$ cat src/hdl/npcs_pkg.sv
// shared types, constants and codes for the nearest palette color search
// no dependencies; the other files, apart from npcs_ram, refer to this package by scoped names
package npcs_pkg;

    // palette geometry
    localparam int ENTRIES = 32;
    localparam int IDX_W   = (ENTRIES > 1) ? $clog2(ENTRIES) : 1;
    localparam int CNT_W   = $clog2(ENTRIES + 1);

    // field and arithmetic widths
    localparam int COLOR_W  = 8;
    localparam int WEIGHT_W = 4;
    localparam int SQ_W     = 2 * COLOR_W;
    localparam int TERM_W   = SQ_W + WEIGHT_W;
    localparam int DIST_W   = 22;
    localparam int ENTRY_W  = 3 * COLOR_W;
    localparam int CFG_W    = 6;
    localparam int CFG_IDX_W = 2;

    typedef logic [IDX_W-1:0]    addr_t;
    typedef logic [CNT_W-1:0]    cnt_t;
    typedef logic [COLOR_W-1:0]  color_t;
    typedef logic [WEIGHT_W-1:0] weight_t;
    typedef logic [SQ_W-1:0]     sq_t;
    typedef logic [TERM_W-1:0]   term_t;
    typedef logic [DIST_W-1:0]   dist_t;
    typedef logic [ENTRY_W-1:0]  entry_t;
    typedef logic [CFG_W-1:0]    cfg_data_t;
    typedef logic [4:0]          best_index_t;

    // request codes
    typedef enum logic {
        REQ_QUERY = 1'b0,
        REQ_LOAD  = 1'b1
    } req_type_t;

    // configuration register indexes
    typedef enum logic [CFG_IDX_W-1:0] {
        CFG_RED_WEIGHT    = 2'd0,
        CFG_GREEN_WEIGHT  = 2'd1,
        CFG_BLUE_WEIGHT   = 2'd2,
        CFG_ENTRIES_IN_USE = 2'd3
    } cfg_index_t;

    // reset values of the configuration registers
    localparam weight_t   RED_WEIGHT_RST   = 4'd3;
    localparam weight_t   GREEN_WEIGHT_RST = 4'd4;
    localparam weight_t   BLUE_WEIGHT_RST  = 4'd2;
    localparam cfg_data_t ENTRIES_IN_USE_RST = 6'd32;

    // input and result words
    typedef struct packed {
        logic       req_type;
        logic [4:0] entry_index;
        color_t     red;
        color_t     green;
        color_t     blue;
    } in_word_t;

    typedef struct packed {
        best_index_t best_index;
        dist_t       min_dist;
    } out_word_t;

    typedef struct packed {
        weight_t red_weight;
        weight_t green_weight;
        weight_t blue_weight;
    } weights_t;

    // controller state
    typedef enum logic [1:0] {
        ST_IDLE,
        ST_SEARCH,
        ST_DRAIN
    } state_t;

    // controller to datapath commands
    typedef struct packed {
        logic  capture;
        logic  wr_en;
        logic  rd_en;
        addr_t rd_addr;
        logic  out_load;
    } ctrl_cmd_t;

    // datapath to controller status
    typedef struct packed {
        logic busy;
        logic out_free;
    } dp_status_t;

endpackage

$ cat src/hdl/nearest_palette_color_search.sv
// top level of the nearest palette color search: config registers and wiring
// depends on npcs_pkg, npcs_ctrl, npcs_datapath (and npcs_ram below it)

// A load word writes one palette entry and gives no result; loads to an index
// at or beyond the palette depth are dropped. A query word scans entries 0
// through N-1, where N is entries_in_use clamped to 1..32, and gives one result
// word with the lowest-index nearest entry and its weighted squared distance.
// A query occupies the block until its result is loaded into the output
// register: the palette ram has one read port, so the scan visits one entry
// per cycle, followed by a three-stage distance pipeline and the result
// hand-off. A finished result sits in an output register, so loads are taken
// while it waits to be collected. Palette entries read before they are loaded
// give arbitrary results. Write configuration only while the block is idle.
module nearest_palette_color_search (
    input  logic                             clk,
    input  logic                             rst_n,
    input  logic                             in_valid,
    output logic                             in_stall,
    input  npcs_pkg::in_word_t               in_data,
    output logic                             out_valid,
    input  logic                             out_stall,
    output npcs_pkg::out_word_t              out_data,
    input  logic                             cfg_we,
    input  logic [npcs_pkg::CFG_IDX_W-1:0]   cfg_index,
    input  npcs_pkg::cfg_data_t              cfg_data
);

    npcs_pkg::weight_t    red_weight_reg;
    npcs_pkg::weight_t    green_weight_reg;
    npcs_pkg::weight_t    blue_weight_reg;
    npcs_pkg::cfg_data_t  entries_in_use_reg;
    npcs_pkg::cnt_t       scan_count;
    npcs_pkg::addr_t      last_addr;
    npcs_pkg::weights_t   weights;
    npcs_pkg::ctrl_cmd_t  cmd;
    npcs_pkg::dp_status_t status;

    // configuration registers
    always_ff @(posedge clk or negedge rst_n)
    begin
        if (!rst_n)
        begin
            red_weight_reg     <= npcs_pkg::RED_WEIGHT_RST;
            green_weight_reg   <= npcs_pkg::GREEN_WEIGHT_RST;
            blue_weight_reg    <= npcs_pkg::BLUE_WEIGHT_RST;
            entries_in_use_reg <= npcs_pkg::ENTRIES_IN_USE_RST;
        end
        else if (cfg_we)
        begin
            case (cfg_index)
                npcs_pkg::CFG_RED_WEIGHT:
                begin
                    red_weight_reg <= cfg_data[npcs_pkg::WEIGHT_W-1:0];
                end
                npcs_pkg::CFG_GREEN_WEIGHT:
                begin
                    green_weight_reg <= cfg_data[npcs_pkg::WEIGHT_W-1:0];
                end
                npcs_pkg::CFG_BLUE_WEIGHT:
                begin
                    blue_weight_reg <= cfg_data[npcs_pkg::WEIGHT_W-1:0];
                end
                npcs_pkg::CFG_ENTRIES_IN_USE:
                begin
                    entries_in_use_reg <= cfg_data;
                end
                default:
                begin
                    red_weight_reg <= red_weight_reg;
                end
            endcase
        end
    end

    // clamp the scan length to 1..ENTRIES
    always_comb
    begin
        if (entries_in_use_reg == '0)
        begin
            scan_count = npcs_pkg::cnt_t'(1);
        end
        else if (int'(entries_in_use_reg) > npcs_pkg::ENTRIES)
        begin
            scan_count = npcs_pkg::cnt_t'(npcs_pkg::ENTRIES);
        end
        else
        begin
            scan_count = npcs_pkg::cnt_t'(entries_in_use_reg);
        end
    end

    assign last_addr = npcs_pkg::addr_t'(scan_count - npcs_pkg::cnt_t'(1));

    assign weights.red_weight   = red_weight_reg;
    assign weights.green_weight = green_weight_reg;
    assign weights.blue_weight  = blue_weight_reg;

    npcs_ctrl u_ctrl (
        .clk         (clk),
        .rst_n       (rst_n),
        .in_valid    (in_valid),
        .req_type    (in_data.req_type),
        .entry_index (in_data.entry_index),
        .last_addr   (last_addr),
        .status      (status),
        .in_stall    (in_stall),
        .cmd         (cmd)
    );

    npcs_datapath u_datapath (
        .clk       (clk),
        .rst_n     (rst_n),
        .cmd       (cmd),
        .in_data   (in_data),
        .weights   (weights),
        .out_stall (out_stall),
        .out_valid (out_valid),
        .out_data  (out_data),
        .status    (status)
    );

endmodule

$ cat src/hdl/npcs_ram.sv
// generic single write port, single read port ram with registered read data
// no dependencies
module npcs_ram #(
    parameter int WIDTH = 24,
    parameter int DEPTH = 32
) (
    input  logic                                    clk,
    input  logic                                    we,
    input  logic [((DEPTH > 1) ? $clog2(DEPTH) : 1)-1:0] waddr,
    input  logic [WIDTH-1:0]                        wdata,
    input  logic                                    re,
    input  logic [((DEPTH > 1) ? $clog2(DEPTH) : 1)-1:0] raddr,
    output logic [WIDTH-1:0]                        rdata
);

    logic [WIDTH-1:0] mem [DEPTH];
    logic [WIDTH-1:0] rdata_reg;

    // write port
    always_ff @(posedge clk)
    begin
        if (we)
        begin
            mem[waddr] <= wdata;
        end
    end

    // registered read port
    always_ff @(posedge clk)
    begin
        if (re)
        begin
            rdata_reg <= mem[raddr];
        end
    end

    assign rdata = rdata_reg;

endmodule

$ cat src/hdl/npcs_ctrl.sv
// controller: accepts words, sequences the palette scan and result hand-off
// depends on npcs_pkg
module npcs_ctrl (
    input  logic                 clk,
    input  logic                 rst_n,
    input  logic                 in_valid,
    input  logic                 req_type,
    input  logic [4:0]           entry_index,
    input  npcs_pkg::addr_t      last_addr,
    input  npcs_pkg::dp_status_t status,
    output logic                 in_stall,
    output npcs_pkg::ctrl_cmd_t  cmd
);

    npcs_pkg::state_t state_reg;
    npcs_pkg::state_t state_next;
    npcs_pkg::addr_t  rd_cnt_reg;
    npcs_pkg::addr_t  rd_cnt_next;
    logic             accept;
    logic             load_in_range;

    assign load_in_range = int'(entry_index) < npcs_pkg::ENTRIES;

    // state and scan counter registers
    always_ff @(posedge clk or negedge rst_n)
    begin
        if (!rst_n)
        begin
            state_reg  <= npcs_pkg::ST_IDLE;
            rd_cnt_reg <= '0;
        end
        else
        begin
            state_reg  <= state_next;
            rd_cnt_reg <= rd_cnt_next;
        end
    end

    // next state
    always_comb
    begin
        state_next = state_reg;
        case (state_reg)
            npcs_pkg::ST_IDLE:
            begin
                if (in_valid && (req_type == npcs_pkg::REQ_QUERY))
                begin
                    state_next = npcs_pkg::ST_SEARCH;
                end
            end
            npcs_pkg::ST_SEARCH:
            begin
                if (rd_cnt_reg == last_addr)
                begin
                    state_next = npcs_pkg::ST_DRAIN;
                end
            end
            npcs_pkg::ST_DRAIN:
            begin
                if (!status.busy && status.out_free)
                begin
                    state_next = npcs_pkg::ST_IDLE;
                end
            end
            default:
            begin
                state_next = npcs_pkg::ST_IDLE;
            end
        endcase
    end

    // scan counter
    always_comb
    begin
        rd_cnt_next = rd_cnt_reg;
        if (cmd.capture)
        begin
            rd_cnt_next = '0;
        end
        else if (state_reg == npcs_pkg::ST_SEARCH)
        begin
            rd_cnt_next = rd_cnt_reg + npcs_pkg::addr_t'(1);
        end
    end

    // outputs and commands
    always_comb
    begin
        in_stall     = 1'b1;
        cmd.capture  = 1'b0;
        cmd.wr_en    = 1'b0;
        cmd.rd_en    = 1'b0;
        cmd.rd_addr  = rd_cnt_reg;
        cmd.out_load = 1'b0;
        case (state_reg)
            npcs_pkg::ST_IDLE:
            begin
                in_stall    = 1'b0;
                cmd.capture = in_valid && (req_type == npcs_pkg::REQ_QUERY);
                cmd.wr_en   = in_valid && (req_type == npcs_pkg::REQ_LOAD) && load_in_range;
            end
            npcs_pkg::ST_SEARCH:
            begin
                cmd.rd_en = 1'b1;
            end
            npcs_pkg::ST_DRAIN:
            begin
                cmd.out_load = !status.busy && status.out_free;
            end
            default:
            begin
                in_stall = 1'b1;
            end
        endcase
    end

    assign accept = in_valid && !in_stall;

    // a query starts the scan at entry zero
    assert property (@(posedge clk) disable iff (!rst_n)
        (accept && (req_type == npcs_pkg::REQ_QUERY)) |=>
            (state_reg == npcs_pkg::ST_SEARCH) && (rd_cnt_reg == '0))
        else $error("query did not start scan at entry zero");

    // palette writes never overlap a scan
    assert property (@(posedge clk) disable iff (!rst_n)
        cmd.wr_en |-> (!cmd.rd_en && !status.busy))
        else $error("palette write during scan");

    // a result is handed off only after the pipeline is empty
    assert property (@(posedge clk) disable iff (!rst_n)
        cmd.out_load |-> (!status.busy && status.out_free && !accept))
        else $error("result handed off early");

endmodule

$ cat src/hdl/npcs_datapath.sv
// datapath: palette ram, distance pipeline, minimum tracking, output register
// depends on npcs_pkg and npcs_ram
module npcs_datapath (
    input  logic                 clk,
    input  logic                 rst_n,
    input  npcs_pkg::ctrl_cmd_t  cmd,
    input  npcs_pkg::in_word_t   in_data,
    input  npcs_pkg::weights_t   weights,
    input  logic                 out_stall,
    output logic                 out_valid,
    output npcs_pkg::out_word_t  out_data,
    output npcs_pkg::dp_status_t status
);

    // query color
    npcs_pkg::color_t q_red_reg;
    npcs_pkg::color_t q_green_reg;
    npcs_pkg::color_t q_blue_reg;

    // pipeline
    npcs_pkg::entry_t rd_entry;
    logic             s1_valid_reg;
    npcs_pkg::addr_t  s1_idx_reg;
    logic             s2_valid_reg;
    npcs_pkg::addr_t  s2_idx_reg;
    npcs_pkg::sq_t    s2_sq_r_reg;
    npcs_pkg::sq_t    s2_sq_g_reg;
    npcs_pkg::sq_t    s2_sq_b_reg;
    logic             s3_valid_reg;
    npcs_pkg::addr_t  s3_idx_reg;
    npcs_pkg::term_t  s3_term_r_reg;
    npcs_pkg::term_t  s3_term_g_reg;
    npcs_pkg::term_t  s3_term_b_reg;

    // running best
    npcs_pkg::addr_t  best_idx_reg;
    npcs_pkg::dist_t  best_dist_reg;

    // output register
    logic                out_valid_reg;
    logic                out_valid_next;
    npcs_pkg::out_word_t out_word_reg;

    npcs_pkg::color_t d_r;
    npcs_pkg::color_t d_g;
    npcs_pkg::color_t d_b;
    npcs_pkg::color_t e_r;
    npcs_pkg::color_t e_g;
    npcs_pkg::color_t e_b;
    npcs_pkg::dist_t  dist_sum;
    logic             take_new;

    // palette store
    npcs_ram #(
        .WIDTH(npcs_pkg::ENTRY_W),
        .DEPTH(npcs_pkg::ENTRIES)
    ) u_palette (
        .clk   (clk),
        .we    (cmd.wr_en),
        .waddr (npcs_pkg::addr_t'(in_data.entry_index)),
        .wdata ({in_data.red, in_data.green, in_data.blue}),
        .re    (cmd.rd_en),
        .raddr (cmd.rd_addr),
        .rdata (rd_entry)
    );

    // capture query color
    always_ff @(posedge clk)
    begin
        if (cmd.capture)
        begin
            q_red_reg   <= in_data.red;
            q_green_reg <= in_data.green;
            q_blue_reg  <= in_data.blue;
        end
    end

    // pipeline valid bits
    always_ff @(posedge clk or negedge rst_n)
    begin
        if (!rst_n)
        begin
            s1_valid_reg <= 1'b0;
            s2_valid_reg <= 1'b0;
            s3_valid_reg <= 1'b0;
        end
        else
        begin
            s1_valid_reg <= cmd.rd_en;
            s2_valid_reg <= s1_valid_reg;
            s3_valid_reg <= s2_valid_reg;
        end
    end

    // absolute component differences
    assign e_r = rd_entry[3*npcs_pkg::COLOR_W-1 -: npcs_pkg::COLOR_W];
    assign e_g = rd_entry[2*npcs_pkg::COLOR_W-1 -: npcs_pkg::COLOR_W];
    assign e_b = rd_entry[npcs_pkg::COLOR_W-1 -: npcs_pkg::COLOR_W];

    always_comb
    begin
        d_r = (e_r > q_red_reg)   ? (e_r - q_red_reg)   : (q_red_reg - e_r);
        d_g = (e_g > q_green_reg) ? (e_g - q_green_reg) : (q_green_reg - e_g);
        d_b = (e_b > q_blue_reg)  ? (e_b - q_blue_reg)  : (q_blue_reg - e_b);
    end

    // squares, then weighted terms
    always_ff @(posedge clk)
    begin
        s1_idx_reg    <= cmd.rd_addr;
        s2_idx_reg    <= s1_idx_reg;
        s2_sq_r_reg   <= npcs_pkg::sq_t'(d_r) * npcs_pkg::sq_t'(d_r);
        s2_sq_g_reg   <= npcs_pkg::sq_t'(d_g) * npcs_pkg::sq_t'(d_g);
        s2_sq_b_reg   <= npcs_pkg::sq_t'(d_b) * npcs_pkg::sq_t'(d_b);
        s3_idx_reg    <= s2_idx_reg;
        s3_term_r_reg <= npcs_pkg::term_t'(weights.red_weight) * npcs_pkg::term_t'(s2_sq_r_reg);
        s3_term_g_reg <= npcs_pkg::term_t'(weights.green_weight)
                         * npcs_pkg::term_t'(s2_sq_g_reg);
        s3_term_b_reg <= npcs_pkg::term_t'(weights.blue_weight) * npcs_pkg::term_t'(s2_sq_b_reg);
    end

    // sum and compare against the running best, entry zero seeds it
    assign dist_sum = npcs_pkg::dist_t'(s3_term_r_reg) + npcs_pkg::dist_t'(s3_term_g_reg)
                      + npcs_pkg::dist_t'(s3_term_b_reg);
    assign take_new = s3_valid_reg && ((s3_idx_reg == '0) || (dist_sum < best_dist_reg));

    always_ff @(posedge clk)
    begin
        if (take_new)
        begin
            best_idx_reg  <= s3_idx_reg;
            best_dist_reg <= dist_sum;
        end
    end

    // output word register
    always_comb
    begin
        out_valid_next = out_valid_reg;
        if (cmd.out_load)
        begin
            out_valid_next = 1'b1;
        end
        else if (!out_stall)
        begin
            out_valid_next = 1'b0;
        end
    end

    always_ff @(posedge clk or negedge rst_n)
    begin
        if (!rst_n)
        begin
            out_valid_reg <= 1'b0;
        end
        else
        begin
            out_valid_reg <= out_valid_next;
        end
    end

    always_ff @(posedge clk)
    begin
        if (cmd.out_load)
        begin
            out_word_reg.best_index <= npcs_pkg::best_index_t'(best_idx_reg);
            out_word_reg.min_dist   <= best_dist_reg;
        end
    end

    assign out_valid       = out_valid_reg;
    assign out_data        = out_word_reg;
    assign status.busy     = s1_valid_reg || s2_valid_reg || s3_valid_reg;
    assign status.out_free = !out_valid_reg || !out_stall;

    // each read advances through the distance pipeline
    assert property (@(posedge clk) disable iff (!rst_n)
        s1_valid_reg |=> s2_valid_reg)
        else $error("read lost before squaring stage");

    assert property (@(posedge clk) disable iff (!rst_n)
        s2_valid_reg |=> (s3_valid_reg && (s3_idx_reg == $past(s2_idx_reg))))
        else $error("squared entry lost or retagged");

    // a new query never starts over a running scan
    assert property (@(posedge clk) disable iff (!rst_n)
        cmd.capture |-> !status.busy)
        else $error("query captured while pipeline busy");

endmodule

$ cat config.mk
export PLATFORM = sky130hd
export DESIGN_NAME = nearest_palette_color_search
export DESIGN_NICKNAME = d
export VERILOG_FILES = /design/src/hdl/npcs_pkg.sv /design/src/hdl/nearest_palette_color_search.sv /design/src/hdl/npcs_ram.sv /design/src/hdl/npcs_ctrl.sv /design/src/hdl/npcs_datapath.sv
export SDC_FILE = /design/constraint.sdc
export NUM_CORES = 2
export LEC_CHECK = 0
export ABC_AREA = 1
export ABC_CLOCK_PERIOD_IN_PS = 10300
export CORE_MARGIN = 4
export CORE_UTILIZATION = 68
export DETAILED_ROUTE_END_ITERATION = 8
export DONT_BUFFER_PORTS = 1
export GPL_TIMING_DRIVEN = 0
export PLACE_DENSITY = 0.84
export SLEW_MARGIN = 10
export SYNTH_ARGS = -nofsm -noshare
export SYNTH_HDL_FRONTEND = slang
export SYNTH_SLANG_ARGS = --single-unit
$ cat constraint.sdc
create_clock -name clk -period 10.3 [get_ports clk]
set_input_delay 1.545 -clock clk [delete_from_list [all_inputs] [get_ports clk]]
set_output_delay 1.545 -clock clk [all_outputs]
set_load 0.005 [all_outputs]
==> flow_summary.ini <==
[die]
num_rows = 101
die_h_um = 286
die_w_um = 286
io_pins = 72
core_area_um2 = 76200
initial_core_util_pct = 68.9
design.die.area_um2 = 81700

[worst_setup_path]
rr_startpoint = u_datapath.u_palette.rdata[0]
start_kind = flop
r2r_slack_ns = 4.46
worst-setup-path-type = flop to flop
path_buf_inv = 7
crit_path_frequent_cell = inv_1
crit_family = adder cells
required_ns = 10.89
r2r-end = u_datapath.s2_sq_b_reg[12]
slowest_delay_ns = 0.54
path_max_fanout = 9
rr_worst_depth = 28
crit_slowest_cell = fa_1
critical_path_arrival_ns = 6.43
endpoint_kind = flop

[logic_synthesis]
synth-compound-area-share_pct = 10.0
yosys.area_share.simple_pct = 13.6
synth-warning-count = 0
synth-async-reset-ratio_pct = 2.85
synth_cells = 5065
yosysSeqAreaShare_pct = 55.8
synth_fa_ha_area_share_pct = 12.5
ys_types = 50
synth_top_family_by_area = simple AND/OR/NAND/NOR gates
syn_area_um2 = 52500
ys_ff_latch = 1019
synth-edff-count = 870
synth.area.mux_share_pct = 0
postSynthAreaPerCell_um2 = 10.4
synthXorXnorAreaFrac_pct = 2.27
ys.flop_type = edfxtp_1

[grt]
use_met3_pct = 9.21
grt_max_degree = 34
grt_pass1_wl_mm = 228
antenna_found_initial = 2
grt_pass1_vias = 40000
grt_util_all_layers_pct = 36.9
overflow = 0
met2_usage_pct = 59.9
use_met1_pct = 44.0
busiest_layer = met2

[routing]
vias_per_cell = 6.35
route.detailed.wl_per_inst_um = 24.0
ant_nets = 0
via_count = 40100
wl_mm = 152
drc = 0
drt-pass1-iter-count = 9
drt_iter0_drc = 5662

[sta]
setup_tns_ns = 0
setup_slack_ns = 4.46
period_share_pct = 56.7
final_hold_viol_count = 0
finalMaxSlewViolations = 0
setup_viol = 0
period_needed_ns = 5.84
fin_skew_ns = 0.0478
maxSlewHeadroom_pct = 14.8
timing.fmax_ghz = 0.171
tightest_slew_ns = 1.27
rsz0062_at_grt = false

[run]
max_cap_violations = 0

[clock_tree]
cts.sinks = 1019
cts_buffers = 99
cts_resized = 0
clock_path_buffers = 3
path_clk_slew_ns = 0.06
clkLatencyLatePin_ns = 0.70
cts_tree = yes
ctsHoldBuffers = 0
cts-htree-levels = 3
clockRootBuffer = clkbuf_16
cts_setup_buffers = 0

[layout]
largest_reg_flops = 768
syn_to_final_growth_pct = 10.8
layout.nets = 5676
final_layout_size_suffix_gt1_share_pct = 6.17

[run_status]
status = finished clean

[worst_hold_path]
hp-start = u_datapath.s2_idx_reg[1]
hold_depth = 0
hold_end = u_datapath.s3_idx_reg[1]
hp-class = flop to flop

[place]
dp_slack_ns = 4.55
port_buffers = 0
hpwl_mm = 104
gp_congestion = 1.00
-- layout make-up --
class                      instances  area (um2)
clock inverter                    58         727
inverter                         576        2160
clock buffer                     124        2580
buffer                           196         883
timing repair buffer              32         776
multi-input combinational       3280       20500
antenna                            2        5.00
sequential                      1019       29300
tap                             1030        1290
fill                            4675       18000
-- cells in the final DEF, fill, tap and decap left out, drive strengths merged --
cell type and count:
dfxtp 120, diode 2, a21oi 177, clkbuf 253, bufinv 11, or2 4
o31ai 3, a21boi 8, nor4 6, nand3 188, o221ai 21, a21o 14
nand2 849, a31o 2, and3 2, o21a 1, o21ai 496, ha 268
o21bai 15, dfrtp 24, buf 99, nor3 17, fa 161, conb 8
edfxtp 870, o211ai 76, a31oi 9, clkinvlp 1, dfstp 5, clkinv 43
xnor2 41, inv 579, o22ai 114, nor2 662, xor2 95, nand4 43
-- routing by layer --
metal	vias to the layer above	routed length, um	part of all wire, %
li1	17500	-	-
met1	18900	50200	33
met4	0	12300	8.1
met3	751	18800	12
met5	-	0	0
met2	2945	70300	46
-- cells by family after synthesis --
| kind of cell | after synthesis |
|---|---|
| AO/OA/AOI/OAI | 936 |
| flip-flops | 1019 |
| adder cells (fa/ha/maj) | 429 |
| XOR/XNOR | 136 |
| buffers and inverters | 772 |
| AND/OR/NAND/NOR | 1771 |
| other | 2 |
-- per-stage QoR --
stage	hold slack [ns]	cell area, um2	utilization, %	cells
after global routing	0.338	58100	76.3	6315
after global placement	0.310	53800	70.6	6101
after detailed placement	0.312	54800	72.0	6133
after floorplan	0.310	52500	-	5071
after CTS	0.329	58100	76.3	6315
final	0.326	58200	76.3	6317
-- worst reg2reg max path: cells and delay by family, from the launching register on --
kind / cells / cell delay [ns]
flip-flops: 1 / 0.40
XOR/XNOR: 1 / 0.15
AND/OR/NAND/NOR: 10 / 1.21
adder cells (fa/ha/maj): 7 / 2.91
buffers and inverters: 7 / 0.51
AO/OA/AOI/OAI: 3 / 0.55
-- Yosys cell counts, drive strengths merged (3+ instances only) --
| cell | number | area (um2) |
|---|---|---|
| a21oi | 177 | 905 |
| nand4 | 43 | 275 |
| nor4 | 6 | 37.5 |
| inv | 575 | 2160 |
| xor2 | 95 | 832 |
| clkbuf | 129 | 488 |
| o31ai | 3 | 22.5 |
| a21o | 14 | 105 |
| dfxtp | 120 | 2400 |
| o22ai | 114 | 713 |
| edfxtp | 870 | 26100 |
| o211ai | 76 | 571 |
| fa | 161 | 3220 |
| nand3 | 188 | 951 |
| dfrtp | 24 | 601 |
| nor2 | 662 | 2510 |
| xnor2 | 41 | 359 |
| o221ai | 21 | 184 |
| buf | 67 | 395 |
| o21bai | 15 | 113 |
| or2 | 4 | 25.0 |
| nand2 | 849 | 3240 |
| dfstp | 5 | 131 |
| a21boi | 8 | 71.3 |
| o21ai | 496 | 2500 |
| nor3 | 17 | 85.1 |
| a31oi | 9 | 56.3 |
| ha | 268 | 3350 |
-- worst max-delay path by stage --
stage	cells after the start	start	endpoint	slack, ns
2_1_floorplan	25	u_datapath.s3_term_g_reg[0]	u_datapath.best_dist_reg[0]	4.53
3_3_place_gp	22	u_datapath.s3_term_r_reg[0]	u_datapath.best_dist_reg[6]	2.04
3_5_place_dp	28	u_datapath.u_palette.rdata[0]	u_datapath.s2_sq_b_reg[12]	4.55
4_1_cts	28	u_datapath.u_palette.rdata[0]	u_datapath.s2_sq_b_reg[12]	4.50
5_1_grt	28	u_datapath.u_palette.rdata[0]	u_datapath.s2_sq_b_reg[12]	4.14
6_report	28	u_datapath.u_palette.rdata[0]	u_datapath.s2_sq_b_reg[12]	4.46
Power is not shown: default switching activity piles up to over one toggle a cycle in this logic, so the estimate is an artifact.
